--- src/hw/rtl/hcmb_ram.sv ---
module hcmb_ram #(
   parameter int WIDTH = 8,
   parameter int DEPTH = 256
) (
   input  logic                     clock,
   input  logic                     we,
   input  logic [$clog2(DEPTH)-1:0] waddr,
   input  logic [WIDTH-1:0]         wdata,
   input  logic [$clog2(DEPTH)-1:0] raddr,
   output logic [WIDTH-1:0]         rdata
);

   logic [WIDTH-1:0] mem [DEPTH];
   logic [WIDTH-1:0] rdata_ff;

   always_ff @(posedge clock) begin
      if (we) begin
         mem[waddr] <= wdata;
      end
      rdata_ff <= mem[raddr];
   end

   assign rdata = rdata_ff;

endmodule

--- config.mk ---
export PLATFORM = sky130hd
export DESIGN_NAME = hcmb_ram
export DESIGN_NICKNAME = d
export VERILOG_FILES = /design/src/hw/rtl/hcmb_ram.sv
export SDC_FILE = /design/constraint.sdc
export NUM_CORES = 2
export LEC_CHECK = 0
export ABC_AREA = 0
export BUFFER_PORTS_ARGS = -buffer_cell sky130_fd_sc_hd__buf_2
export CAP_MARGIN = 15
export CELL_PAD_IN_SITES_DETAIL_PLACEMENT = 0
export CELL_PAD_IN_SITES_GLOBAL_PLACEMENT = 1
export CORE_ASPECT_RATIO = 0.8
export CORE_UTILIZATION = 56
export DETAILED_ROUTE_END_ITERATION = 16
export PLACE_DENSITY = 0.8
export SKIP_CTS_REPAIR_TIMING = 1
export SLEW_MARGIN = 20
export SYNTH_ARGS = -nofsm -noshare
export SYNTH_HDL_FRONTEND = slang
export SYNTH_SLANG_ARGS = --single-unit
--- constraint.sdc ---
create_clock -name clock -period 3 [get_ports clock]
set_input_delay 0.9 -clock clock [delete_from_list [all_inputs] [get_ports clock]]
set_output_delay 0.9 -clock clock [all_outputs]
set_load 0.02 [all_outputs]
# Word-level counts from Yosys, hierarchy flattened

Memories as Yosys holds them, arrays and structs flattened. A register that Yosys moved wholly into a read port is not among the register bits.
Index checks and enable logic that the tools add are counted.

$lt $le $gt $ge: 0
Bitwise operators: 0
Multiply operators: 0
Muxes and demuxes: 2
Div/mod/pow operators: 0
Equal/unequal tests: 0
Add/sub/neg operators: 0
Shifts and indexed selects: 0
Reduce and logical (&&, ||, !) cells: 0

Operators with widths:

| kind    | count |
|---|---|
| $mux W1 | 2 |

Memories: 1
Bits in read-only memories: 0
Register bits: 0
Output and inout port bits: 8
Bits of input ports: 26
RAM bits: 2048
Latch bits: 0

Memory list:

| name | words | bits a word | read ports | clocked after Yosys merged registers in | write ports | line | RTL |
|---|---|---|---|---|---|---|---|
| mem  | 256   | 8           | 1          | 1                                       | 1           | 13   | `logic [WIDTH-1:0] mem [DEPTH];` |

# Longest topological paths before layout

Word-level depth: 2
Gate-level depth with buffers: 11
Mapped depth without buffers: 6

# Worst setup path after synthesis

No wires, ideal clock.

Kind: input port to flip-flop
Start point: in raddr[0]
End point: reg rdata_ff[2] (netlist: rdata[2]), read port of mem
Setup time: 0.131 ns
Data arrival time: 2.707 ns
Stages: 9
Buffers on the path: 4
Setup slack: 0.162 ns
Path through: buf_6 -> buf_12 -> buf_8 -> buf_2 -> mux4_2 -> a22oi_1 -> a21oi_1 -> nor4_1 -> nor4_2

RTL lines:

| element            | line | RTL |
|---|---|---|
| start: declaration | 9    | `input logic [$clog2(DEPTH)-1:0] raddr,` |
| end: declaration   | 14   | `logic [WIDTH-1:0] rdata_ff;` |

==> flow_metrics.tcl <==
set metrics [dict create \
    die_area_mm2 0.144 \
    grt_usage_pct 28.2 \
    synth.top_cells.by_area "sky130_fd_sc_hd__edfxtp_1 77%, sky130_fd_sc_hd__mux4_2 13%, sky130_fd_sc_hd__mux2i_1 1.7%" \
    synth_top_flop_cell "sky130_fd_sc_hd__edfxtp_1" \
    placedCellCount 6108 \
    worstRegToRegCells 7 \
    clk_latency_ns 0.81 \
    pin_count 34 \
    setup_violating_endpoint_count_in_the_final_report 1 \
    clkSinkCount 2056 \
    gp_congestion 0.879 \
    path_clk_slew_ns 0.07 \
    final.hold.worst_slack_ns 0.577 \
    clock_skew_ns 0.0266 \
    setup.worst_path.start_class "input port" \
    critical_path_required_ns 3.65 \
    postPlaceCellArea_mm2 0.0869 \
    postSynthRegisterBits 2056 \
    postLayoutCoreUtil_pct 65.9 \
    fin_setup_tns_ns -0.0520 \
    synth_top_cells_by_count "2,048 x sky130_fd_sc_hd__edfxtp_1, 454 x sky130_fd_sc_hd__mux4_2, 282 x sky130_fd_sc_hd__nor2_1" \
    max_freq_ghz 0.328 \
    hp-start "wdata[6]" \
    initial_utilization_pct 56.5 \
    synth_top_cell_area_share_pct 77.3 \
    maxSlewViolCount 0 \
    die_y_um 339 \
    post_synth_instance_area_mm2 0.0796 \
    worst_hold_path.endpoint "mem[125][6]$_DFFE_PP_" \
    cts_buffers 183 \
    mappedNetlistNets 3759 \
    yosysWarningCount 0 \
    ant_nets 0 \
    violations "negative setup slack" \
    synth_top_family_by_area "multiplexers" \
    globalRouteOverflowTotal 0 \
    setup.worst_path.start "raddr[0]" \
    ff2ff_setup_slack_ns 0.26 \
    root_buffer "sky130_fd_sc_hd__clkbuf_16" \
    netlist_instances 3733 \
    synth_simple_gate_area_share_pct 2.63 \
    synth_seq_area_share_pct 77.5 \
    worst-setup-path-type "in -> reg" \
    synth_compound_gate_area_share_pct 3.42 \
    rsz_0062_raised_after_global_routing "yes" \
    routed_wl_um 200000 \
    detail_route.wl_per_cell_um 31.1 \
    element_type_at_the_critical_path_end "flip-flop" \
    yosys.cell_types.count 55 \
    status "complete, but fails checks" \
    cts_max_path_buffers 3 \
    grt_max_degree 83 \
    post_drt_via_cell_ratio 6.49 \
    layout-area-overhead-vs-synth_pct 16.6 \
    nNetsFinal 4444 \
    synthAdderAreaFrac_pct 0 \
    asyncSetResetFlopFracSynth_pct 0 \
    r2r_start "mem[173][2]$_DFFE_PP_" \
    route.vias.total 41833 \
    hp-class "in -> reg" \
    ir_worst_vdd_v 0.000695 \
    synth.largest_area_cell "sky130_fd_sc_hd__edfxtp_1" \
    synth_enable_flop_cells 2048 \
    arrival_time_worst_endpoint_ns 3.70 \
    yosys-mux-area-fraction_pct 14.6 \
    post_synthesis_area_per_instance_um2 21.3 \
    synthesized_area_fraction_occupied_by_xor_and_xnor_cells_pct 0 \
    detailedPlace.worstSlack_ns -1.09 \
    timing.final.crit_share_pct 102 \
    power_density_mw_per_mm2 625 \
    number_of_buffers_added_on_ports 33 \
    timing.critical_path.fanout_max 23 \
    drive_above_1_share_pct 32.0 \
    first_global_vias 41658 \
    slew_headroom_pct 20.2 \
    drc_marker_count_from_the_first_detailed_route_iteration 6104 \
    rr_endpoint "rdata[2]$_DFF_P_" \
    final.setup.worst_slack_ns -0.0520 \
    total_power_mw 58.0 \
    core_region_area_mm2 0.141 \
    synth.most_common_cell "sky130_fd_sc_hd__edfxtp_1" \
    stdcell_area_mm2 0.0927 \
    floorplan.rows 123 \
    drt_pre_antenna_iters 6 \
    final_hold_viol_count 0 \
    final_period_minus_worst_setup_slack_ns 3.05 \
    tritoncts_clock_tree "built" \
    worst-slew-pin-transition_ns 1.17 \
    hold-path-cell-count 1 \
    place.detailed.hpwl_um 130000 \
    max_cap_violations 0 \
    power_leakage_nw 30.1 \
    htreeDepth 4 \
    fin_cells 6441 \
    chipWidth_um 423 \
    antenna_found_initial 4 \
    first_pass_grt_wire_length_um 289000 \
    post-route-drc-count 0 \
]
## where the power goes
part	internal [mW]	switching, mW	leakage, nW	total (mW)
combinational	1.33	2.01	8.83	3.34
clock	12.8	10.2	2.83	22.9
sequential	31.7	0.0535	18.5	31.7
total	45.8	12.2	30.1	58.0
## critical path, cell delays in order
cell and delay [ns]:
sky130_fd_sc_hd__buf_8 0.23, sky130_fd_sc_hd__buf_12 0.26, sky130_fd_sc_hd__buf_12 0.25, sky130_fd_sc_hd__buf_4 0.24, sky130_fd_sc_hd__mux2i_1 0.29, sky130_fd_sc_hd__o22ai_1 0.10, sky130_fd_sc_hd__o21ai_0 0.25, sky130_fd_sc_hd__nand3_1 0.21
sky130_fd_sc_hd__nor4_1 0.75, sky130_fd_sc_hd__nor4_1 0.15
## flip-flops by register name, summed over array words and instances, names as in the netlist
| signal | count |
|---|---|
| mem | 2048 |
| rdata | 8 |
## cells in the final DEF (no fill, tap or decap), types with 12 or more instances in the layout
cell / synthesis / routed
sky130_fd_sc_hd__clkbuf_1: 111 / 48
sky130_fd_sc_hd__bufinv_16: 0 / 12
sky130_fd_sc_hd__clkbuf_16: 0 / 191
sky130_fd_sc_hd__a211oi_1: 16 / 15
sky130_fd_sc_hd__nor3_1: 22 / 22
sky130_fd_sc_hd__nor2_1: 282 / 279
sky130_fd_sc_hd__clkbuf_8: 0 / 13
sky130_fd_sc_hd__a221oi_1: 13 / 12
sky130_fd_sc_hd__nand3_1: 34 / 34
sky130_fd_sc_hd__clkinv_2: 0 / 31
sky130_fd_sc_hd__nand2_1: 33 / 33
sky130_fd_sc_hd__a21oi_1: 96 / 96
sky130_fd_sc_hd__nor4_1: 24 / 20
sky130_fd_sc_hd__buf_12: 8 / 70
sky130_fd_sc_hd__buf_4: 27 / 630
sky130_fd_sc_hd__buf_2: 31 / 21
sky130_fd_sc_hd__a22oi_1: 133 / 133
sky130_fd_sc_hd__edfxtp_1: 2048 / 2048
sky130_fd_sc_hd__mux2i_1: 134 / 134
sky130_fd_sc_hd__nor2b_1: 31 / 28
sky130_fd_sc_hd__mux4_2: 454 / 454
sky130_fd_sc_hd__o22ai_1: 28 / 28
sky130_fd_sc_hd__clkinv_1: 1 / 36
sky130_fd_sc_hd__o221ai_1: 46 / 46
## per-layer routing
layer	wire length (µm)	vias to the layer above	track usage, %
met5	50	-	0.261
met4	6160	2	8.31
met3	23600	359	6.97
met2	91900	2503	41.9
met1	78600	21894	41.8
li1	-	17075	-
## cell families (layout without fill, tap and decap cells)
family                 Yosys count  count (layout)
DFF                           2056            2056
and+or+nand+nor                466             466
other                            0               2
AOI/OAI and AO/OA              385             385
muxes                          591             591
buffers and inverters          235            1066
## how the worst max path moves through the flow
| stage | slack [ns] | end |
|---|---|---|
| finish | -0.05 | rdata[7]$_DFF_P_ |
| global route | -0.003 | rdata[7]$_DFF_P_ |
| CTS | -0.25 | rdata[1]$_DFF_P_ |
| detailed placement | -1.09 | rdata[3]$_DFF_P_ |
| global placement | -1.14 | rdata[3]$_DFF_P_ |
| floorplan | 0.16 | rdata[2]$_DFF_P_ |
## cell type report
| class | instances | area [µm²] |
|---|---|---|
| clock inverter | 87 | 749 |
| clock buffer | 244 | 5030 |
| timing repair buffer | 733 | 6400 |
| sequential | 2056 | 61700 |
| inverter | 2 | 7.51 |
| antenna | 2 | 5.00 |
| fill | 8845 | 48100 |
| multi-input combinational | 1442 | 16500 |
| tap | 1875 | 2350 |
(Power assumes the default switching activity.)
