`src/hw/rtl/hcmb_pkg.sv`:
```
package hcmb_pkg;

   localparam int VRAM_BYTES_DEF      = 8192;
   localparam int WRAM_BANK_BYTES_DEF = 4096;

   localparam int SPRITE_BYTES = 160;
   localparam int UNUSED_BYTES = 96;
   localparam int IO_BYTES     = 128;
   localparam int HRAM_BYTES   = 127;

   localparam logic [15:0] OAM_BASE    = 16'hFE00;
   localparam logic [15:0] UNUSED_BASE = 16'hFEA0;
   localparam logic [15:0] IO_BASE     = 16'hFF00;
   localparam logic [15:0] HRAM_BASE   = 16'hFF80;
   localparam logic [15:0] IE_ADDR     = 16'hFFFF;

   localparam logic [7:0] BYTE_ONES  = 8'hFF;
   localparam logic [7:0] P1_KEEP    = 8'hC0;
   localparam logic [7:0] P1_SEL     = 8'h30;
   localparam logic [7:0] STAT_KEEP  = 8'h83;
   localparam logic [7:0] STAT_WRITE = 8'h7C;

   // cartridge operation codes
   localparam logic [1:0] CART_NONE   = 2'd0;
   localparam logic [1:0] CART_MAPPER = 2'd1;
   localparam logic [1:0] CART_XWRITE = 2'd2;
   localparam logic [1:0] CART_READ   = 2'd3;

   // i/o offsets
   localparam logic [6:0] IO_P1   = 7'h00;
   localparam logic [6:0] IO_SC   = 7'h02;
   localparam logic [6:0] IO_DIV  = 7'h04;
   localparam logic [6:0] IO_TAC  = 7'h07;
   localparam logic [6:0] IO_IF   = 7'h0F;
   localparam logic [6:0] IO_LCDC = 7'h40;
   localparam logic [6:0] IO_STAT = 7'h41;
   localparam logic [6:0] IO_SCY  = 7'h42;
   localparam logic [6:0] IO_SCX  = 7'h43;
   localparam logic [6:0] IO_LY   = 7'h44;
   localparam logic [6:0] IO_LYC  = 7'h45;
   localparam logic [6:0] IO_DMA  = 7'h46;
   localparam logic [6:0] IO_BGP  = 7'h47;
   localparam logic [6:0] IO_OBP0 = 7'h48;
   localparam logic [6:0] IO_OBP1 = 7'h49;
   localparam logic [6:0] IO_WY   = 7'h4A;
   localparam logic [6:0] IO_WX   = 7'h4B;

   localparam int LCD_REGS  = 10;
   localparam int STAT_SLOT = 1;

   typedef enum logic [3:0] {
      RGN_CART, RGN_VRAM, RGN_XRAM, RGN_WRAM, RGN_OAM,
      RGN_UNUSED, RGN_IO, RGN_HRAM, RGN_IE
   } region_type;

   typedef enum logic [2:0] {
      SRC_HOLD, SRC_VRAM, SRC_WRAM, SRC_OAM, SRC_UNUSED, SRC_IO, SRC_HRAM
   } src_type;

   typedef struct packed {
      logic       hit;
      logic [3:0] slot;
   } lcd_sel_type;

   typedef struct packed {
      logic       wr_en;
      logic       is_ie;
      logic [6:0] off;
      logic [7:0] data;
      logic [7:0] keys;
      logic [7:0] line;
   } reg_req_type;

   function automatic region_type decode_region(logic [15:0] addr);
      region_type r;
      priority if (!addr[15])                r = RGN_CART;
      else if (addr[15:13] == 3'b100)        r = RGN_VRAM;
      else if (addr[15:13] == 3'b101)        r = RGN_XRAM;
      else if (addr < OAM_BASE)              r = RGN_WRAM;
      else if (addr < UNUSED_BASE)           r = RGN_OAM;
      else if (addr < IO_BASE)               r = RGN_UNUSED;
      else if (addr < HRAM_BASE)             r = RGN_IO;
      else if (addr != IE_ADDR)              r = RGN_HRAM;
      else                                   r = RGN_IE;
      return r;
   endfunction

   function automatic lcd_sel_type lcd_slot(logic [6:0] off);
      lcd_sel_type s;
      s.hit = 1'b1;
      unique case (off)
         IO_LCDC: s.slot = 4'd0;
         IO_STAT: s.slot = 4'd1;
         IO_SCY:  s.slot = 4'd2;
         IO_SCX:  s.slot = 4'd3;
         IO_LYC:  s.slot = 4'd4;
         IO_BGP:  s.slot = 4'd5;
         IO_OBP0: s.slot = 4'd6;
         IO_OBP1: s.slot = 4'd7;
         IO_WY:   s.slot = 4'd8;
         IO_WX:   s.slot = 4'd9;
         default: begin
            s.hit  = 1'b0;
            s.slot = 4'd0;
         end
      endcase
      return s;
   endfunction

   function automatic logic is_timer(logic [6:0] off);
      return (off >= IO_DIV) && (off <= IO_TAC);
   endfunction

endpackage

```
`src/hw/rtl/hcmb_regs.sv`:
```
module hcmb_regs (
   input  logic                 clock,
   input  logic                 reset,
   input  hcmb_pkg::reg_req_type req,
   output logic                 rd_hit,
   output logic [7:0]           rd_data
);

   logic [7:0] joypad_ff, joypad_in;
   logic [7:0] irq_flags_ff;
   logic [7:0] irq_enable_ff;
   logic [7:0] timer_ff [4];
   logic [7:0] lcd_ff [hcmb_pkg::LCD_REGS];
   logic [3:0] nibble;
   hcmb_pkg::lcd_sel_type lsel;

   assign lsel = hcmb_pkg::lcd_slot(req.off);

   // key nibble picked by the select bits
   always_comb begin
      unique case (req.data[5:4])
         2'b01:   nibble = ~req.keys[7:4];
         2'b10:   nibble = ~req.keys[3:0];
         default: nibble = 4'hF;
      endcase
      joypad_in = (joypad_ff & hcmb_pkg::P1_KEEP) | (req.data & hcmb_pkg::P1_SEL)
                  | {4'h0, nibble};
   end

   always_ff @(posedge clock) begin
      if (reset) begin
         joypad_ff     <= '0;
         irq_flags_ff  <= '0;
         irq_enable_ff <= '0;
         for (int i = 0; i < 4; i++) timer_ff[i] <= '0;
         for (int i = 0; i < hcmb_pkg::LCD_REGS; i++) lcd_ff[i] <= '0;
      end else if (req.wr_en) begin
         if (req.is_ie) begin
            irq_enable_ff <= req.data;
         end else if (req.off == hcmb_pkg::IO_P1) begin
            joypad_ff <= joypad_in;
         end else if (req.off == hcmb_pkg::IO_DIV) begin
            timer_ff[0] <= '0;
         end else if (hcmb_pkg::is_timer(req.off)) begin
            timer_ff[req.off[1:0]] <= req.data;
         end else if (req.off == hcmb_pkg::IO_IF) begin
            irq_flags_ff <= req.data;
         end else if (req.off == hcmb_pkg::IO_STAT) begin
            lcd_ff[hcmb_pkg::STAT_SLOT] <= (lcd_ff[hcmb_pkg::STAT_SLOT] & hcmb_pkg::STAT_KEEP)
                                           | (req.data & hcmb_pkg::STAT_WRITE);
         end else if (lsel.hit) begin
            lcd_ff[lsel.slot] <= req.data;
         end
      end
   end

   always_comb begin
      rd_hit  = 1'b1;
      rd_data = '0;
      priority if (req.is_ie)                    rd_data = irq_enable_ff;
      else if (req.off == hcmb_pkg::IO_P1)       rd_data = joypad_ff;
      else if (hcmb_pkg::is_timer(req.off))      rd_data = timer_ff[req.off[1:0]];
      else if (req.off == hcmb_pkg::IO_IF)       rd_data = irq_flags_ff;
      else if (req.off == hcmb_pkg::IO_LY)       rd_data = req.line;
      else if (lsel.hit)                         rd_data = lcd_ff[lsel.slot];
      else                                       rd_hit  = 1'b0;
   end

endmodule

```
`config.mk`:
```
export PLATFORM = sky130hd
export DESIGN_NAME = hcmb_regs
export DESIGN_NICKNAME = d
export VERILOG_FILES = /design/src/hw/rtl/hcmb_pkg.sv /design/src/hw/rtl/hcmb_regs.sv
export SDC_FILE = /design/constraint.sdc
export NUM_CORES = 1
export LEC_CHECK = 0
export BUFFER_PORTS_ARGS = -buffer_cell sky130_fd_sc_hd__buf_4
export CORE_MARGIN = 10
export CORE_UTILIZATION = 56
export CTS_BUF_LIST = sky130_fd_sc_hd__clkbuf_4
export CTS_CLUSTER_SIZE = 16
export DETAILED_ROUTE_END_ITERATION = 6
export PLACE_DENSITY_LB_ADDON = 0.15
export REMOVE_ABC_BUFFERS = 1
export SYNTH_ARGS = -nofsm -noshare
export SYNTH_HDL_FRONTEND = slang
export SYNTH_SLANG_ARGS = --single-unit
```
`constraint.sdc`:
```
create_clock -name clock -period 2.5 [get_ports clock]
set_clock_uncertainty 0.2 [all_clocks]
set_input_delay 0.375 -clock clock [delete_from_list [all_inputs] [get_ports clock]]
set_output_delay 0.375 -clock clock [all_outputs]
set_load 0.02 [all_outputs]
```
# ---- After elaboration in Yosys (flattened, before gate mapping)
# Memory sizes are Yosys's and may differ from the RTL's.
# Cells that the tools add are included.
dict set report totals {
  mem_count 2
  register_bits 24
  in_bits 35
  mem_bits_rw 112
}
# name words width rd rd_clocked_by_memory_dff write_ports line
set memory_table {}
lappend memory_table {lcd_ff 10 8 2 0 10 hcmb_regs.sv:13} ;# logic [7:0] lcd_ff [hcmb_pkg::LCD_REGS];
lappend memory_table {timer_ff 4 8 1 0 4 hcmb_regs.sv:12} ;# logic [7:0] timer_ff [4];
dict set report op_classes {
  magnitude_cmp 2
  eq_ne 15
  n_bitwise 11
  n_reduce_logical 8
  mux 56
}
# operator count
set op_table {}
lappend op_table {{8-bit 2-to-1 mux} 10}
lappend op_table {{7-bit equality test (second input constant)} 11}
lappend op_table {{1-bit 2-to-1 mux} 42}
lappend op_table {{4-bit case mux with 9 select lines} 1}
lappend op_table {{8-bit OR reduction} 2}
lappend op_table {{10-bit OR reduction} 1}
lappend op_table {{4-bit inverter} 2}
lappend op_table {{8-bit by 4-bit OR with 8-bit output} 1}
lappend op_table {{8-bit by 6-bit OR with 8-bit output} 1}
lappend op_table {{8-bit by 7-bit OR with 8-bit output} 1}
lappend op_table {{4-bit case mux with 2 select lines} 1}
lappend op_table {{7-bit by 3-bit equality test with 1-bit output (second input constant)} 1}
lappend op_table {{7-bit by 4-bit equality test with 1-bit output (second input constant)} 1}
lappend op_table {{7-bit by 3-bit >= comparator with 1-bit output (second input constant)} 1}
lappend op_table {{7-bit by 3-bit less-or-equal comparator with 1-bit output (second input constant)} 1}
lappend op_table {{7-bit zero test} 1}
lappend op_table {{6-bit AND reduction} 1}
lappend op_table {{4-bit 2-to-1 mux} 1}
lappend op_table {{1-bit inverter} 4}
lappend op_table {{3-bit AND reduction} 1}
lappend op_table {{2-bit by 1-bit equality test with 1-bit output (second input constant)} 1}
lappend op_table {{2-bit equality test (second input constant)} 1}
lappend op_table {{2-bit 2-to-1 mux} 1}
lappend op_table {{1-bit OR} 2}
lappend op_table {{other kinds (2)} 2}

# ---- Logic depth before layout (Yosys ltp)
dict set report depth {
  word_depth 15
  ltp_mapped 9
  ltp_nobuf 6
}

# ---- Worst setup path after synthesis
# OpenSTA, ideal clock, no wires.
dict set report synth_path {
  path_type {input-to-output}
  from {input port req[24] (netlist name)}
  to {output port rd_data[0]}
  n_path_buf 1
  cell_stages 7
  t_arrival_ns 2.074
  path_slack_ns -0.149
  cell_sequence {buf_2 or4_4 or2_4 nor3b_2 a21oi_1 o211a_1 a32oi_1}
}
dict set report synth_between {
  elab_chain_cells 9
  elab_cells_between_ends 27
  classes_between {order compare: 2; eq/ne: 12; mux: 8; reduce/logical: 3; memory: 2}
}
# item line
set synth_lines {}
lappend synth_lines {{from (decl)} hcmb_regs.sv:4} ;# input hcmb_pkg::reg_req_type req,
lappend synth_lines {{7-bit equality test} hcmb_pkg.sv:91} ;# unique case (off)
lappend synth_lines {{4-bit case mux with 9 select lines or 10-bit OR reduction (tied branches)} -}
lappend synth_lines {{memory read 10 x 8 bit or 1-bit 2-to-1 mux (tied branches)} -}
lappend synth_lines {{8-bit 2-to-1 mux} hcmb_regs.sv:65} ;# else if (lsel.hit) rd_data = lcd_ff[lsel.slot];
lappend synth_lines {{8-bit 2-to-1 mux} hcmb_regs.sv:64} ;# else if (req.off == hcmb_pkg::IO_LY) rd_data = req.line;
lappend synth_lines {{8-bit 2-to-1 mux} hcmb_regs.sv:63} ;# else if (req.off == hcmb_pkg::IO_IF) rd_data = irq_flags_ff;
lappend synth_lines {{8-bit 2-to-1 mux} hcmb_regs.sv:62} ;# else if (hcmb_pkg::is_timer(req.off)) rd_data = timer_ff[req.off[1:0]];
lappend synth_lines {{8-bit 2-to-1 mux (*)} hcmb_regs.sv:61} ;# else if (req.off == hcmb_pkg::IO_P1) rd_data = joypad_ff;
lappend synth_lines {{8-bit 2-to-1 mux (*)} hcmb_regs.sv:60} ;# priority if (req.is_ie) rd_data = irq_enable_ff;
lappend synth_lines {{to (decl)} hcmb_regs.sv:6} ;# output logic [7:0] rd_data
# Mark *: on every way between the ends. The rest lies on a longest branch, timed or not.

==> impl_metrics.csv <==
group,metric,value,unit
outcome,outcome,"complete, but fails checks",
outcome,violations,"DRC, setup timing",
clock_tree,cts_tree,"done",
die,die_w,128,um
die,die-area,16300,um2
global_routing,gr-usage-all-layers,23.8,%
detailed_routing,dr_total_vias,5277,
worst_setup_path,start_kind,"flop",
clock_tree,clk_pin_slew,110,ps
power,internal_power,3380,uW
die,core-area,11400,um2
sta,hold_slack,39.5,ps
power,finalPower,4490,uW
sta,fmax,358,MHz
worst_setup_path,path_class,"reg -> out",
logic_synthesis,ys_seq_elements,134,
sta,setup_viol,8,
worst_setup_path,critPathArrivalTime,2220,ps
power,p_sw_share,24.8,%
logic_synthesis,ys_async_sr_fraction,0,%
hold_path,hold_start,"req[14]",
logic_synthesis,synth-seq-area-share,58.4,%
detailed_routing,ant_nets,0,
cells_and_area,fill_cells,791,
hold_path,hold_class,"in -> reg",
power,seq_power_share,56.7,%
global_routing,grt_use_met1,29.0,%
sta,hold_viol,0,
logic_synthesis,yosysUniqueCellTypes,55,
clock_tree,cts_buffers,17,
global_routing,grt_use_met2,37.0,%
worst_setup_path,ff2ff_setup_slack,1100,ps
cells_and_area,layout.nets,766,
detailed_routing,routed_wl,19.1,mm
logic_synthesis,synth_ff_type,"edfxtp_1",
logic_synthesis,yosysWarnings,0,
detailed_routing,drt_first_pass_iters,7,
hold_path,min_to,"joypad_ff[2]",
global_routing,grt_max_degree,37,
clock_tree,insertion_delay,570,ps
power,irDropWorstVdd,0.579,mV
clock_tree,ctsHtreeMaxLevel,4,
sta,slew_viol_final,0,
power,p_leak,0.00315,uW
die,die_h,128,um
power,power.share.clock,32.3,%
sta,fin_ws,-295,ps
sta,layout_min_cycle_time,2790,ps
worst_setup_path,r2r-start,"lcd_ff[1][0]",
place,place_area,7660,um2
place,gp_congestion,1.06,
cells_and_area,drive_above_1_share,31.3,%
place,place_hpwl,13.9,mm
global_routing,grt_pass1_wl,29.6,mm
detailed_routing,post_drt_wl_per_cell,21.6,um
sta,rsz0062_at_grt,"yes",
detailed_routing,first_iter_violations,765,
worst_setup_path,crit_required,1920,ps
sta,min_period_over_period,112,%
global_routing,busiest_layer,"met2",
power,p_sw,1110,uW
global_routing,grtUsageMet3,7.53,%
place,io_buffers,43,
power,combPwrFrac,11.0,%
global_routing,grt_pass1_vias,5329,
hold_path,whs_path_depth,6,
logic_synthesis,avgSynthCellArea,11.3,um2
clock_tree,clockBufferDepth,2,
clock_tree,cts.sink_count,134,
worst_setup_path,r2r_cells,4,
clock_tree,cts_root_buf,"clkbuf_4",
die,rows,39,
detailed_routing,avgViaCountPerCell,5.95,
global_routing,grt_antenna_before_repair,1,
power,powerDensity,537,nW/um2
worst_setup_path,worstSetupEndpointType,"primary output",
global_routing,grt.overflow.total,0,
logic_synthesis,syn-instance-count,574,
die,ios,44,
worst_setup_path,r2r_end,"lcd_ff[3][0]",
logic_synthesis,synthesis.area,6510,um2
cells_and_area,area_delta_synth_final,28.5,%
detailed_routing,drc_errors,3,
cells_and_area,finalInstanceArea,8370,um2
die,initial_core_util,57.0,%
worst_setup_path,crit_fanout,2,
flow_run,maxCapViolations,0,
logic_synthesis,synth_edf_count,112,
[state kept, by name, summed over array words and instances (netlist names)]
| signal | flops |
|---|---|
| joypad_ff | 6 |
| timer_ff | 32 |
| irq_flags_ff | 8 |
| lcd_ff | 80 |
| irq_enable_ff | 8 |
[area by class of cell]
type | count | area (um2) | share of cell area [%]
well taps | 143 | 179 | 2.14
flip-flops and latches | 134 | 3800 | 45.5
clock inverters | 11 | 126 | 1.51
diodes | 2 | 5.00 | 0.0598
clock buffers | 21 | 158 | 1.88
inverters | 19 | 71.3 | 0.852
repair buffers | 160 | 1390 | 16.6
multi-input cells | 397 | 2630 | 31.5
[cell families after synthesis]
kind of cell / Yosys count / synth area share (%)
AO/OA/AOI/OAI: 80 / 8.59
other: 1 / 0.0576
buffers and inverters: 50 / 3.46
multiplexers: 38 / 8.54
AND/OR/NAND/NOR: 268 / 20.4
flip-flops: 134 / 58.4
adder cells (fa/ha/maj): 2 / 0.384
XOR/XNOR: 1 / 0.135
[critical path: stages (launching register included)]
cell and delay [ps]:
edfxtp_1 420, mux4_2 490, nor2_2 110, nor4_2 70
buf_4 140, nand4b_1 130, o211ai_1 120, buf_4 170
[worst max path at each step]
stage	from	end	slack (ps)	cells after the start
after floorplan	req[28]	rd_data[1]	-450	6
after global placement	req[24]	rd_data[6]	-320	8
after detailed placement	req[29]	rd_data[1]	-340	8
after CTS	timer_ff[0][6]	rd_data[1]	-300	7
after global routing	timer_ff[0][6]	rd_data[1]	-390	7
final	timer_ff[0][6]	rd_data[1]	-290	7
[repair_timing]
item / in CTS / in global routing
setup buffers: 5 / 2
resized for setup: 40 / 12
setup endpoints to repair: 8 / 8
hold buffers: 16 / 0
pin swaps: 14 / 8
endpoints found under the hold margin: 41 / 0
[synth_stat cells (all sizes together), types with 6 or more instances]
master,number,area share (%)
mux2i,24,3.7
a221oi,10,1.4
nand2,58,3.3
edfxtp,112,52
nand3,26,2.1
nand2b,11,1.1
nor3,8,0.79
mux4,14,4.8
dfxtp,22,6.8
and2,30,2.9
nor3b,6,1.2
buf,14,1.4
clkbuf,17,0.98
inv,19,1.1
a21oi,29,2.6
o21ai,12,0.92
nor2,99,5.9
[stage by stage]
| step | std cells | worst slack [ps] | TNS (ps) | utilization, % |
|---|---|---|---|---|
| after floorplan | 550 | -454 | -2550 | - |
| after global placement | 830 | -317 | -3440 | 67.1 |
| after detailed placement | 830 | -338 | -4290 | 67.1 |
| after CTS | 883 | -296 | -1660 | 72.7 |
| after global routing | 887 | -385 | -2410 | 73.3 |
| final | 887 | -295 | -1990 | 73.3 |
[power groups by stage]
stage | combinational [uW] | sequential (uW) | clock, uW
5_1_grt | 520 | 2550 | 1570
2_1_floorplan | 186 | 2570 | 0
4_1_cts | 472 | 2540 | 1470
6_report | 492 | 2550 | 1450
3_3_place_gp | 417 | 2590 | 0
3_5_place_dp | 427 | 2590 | 0
[cell usage in the layout (no fill, tap or decap), types with 19 or more instances in the layout]
master,Yosys,layout
and2_1,30,30
dfxtp_1,22,22
a21oi_1,25,21
buf_4,1,125
inv_1,19,19
clkbuf_4,0,21
nand3_1,25,25
nor2_1,97,95
nand2_1,58,54
edfxtp_1,112,112
mux2i_1,24,24
[per-layer routing]
| layer | part of all wire [%] | routed length (um) | vias up |
|---|---|---|---|
| met3 | 9.5 | 1830 | 60 |
| met4 | 4.6 | 889 | 0 |
| met1 | 39 | 7540 | 2528 |
| met5 | 0 | 0 | - |
| met2 | 46 | 8880 | 292 |
| li1 | - | - | 2397 |
(Power assumes the default switching activity.)
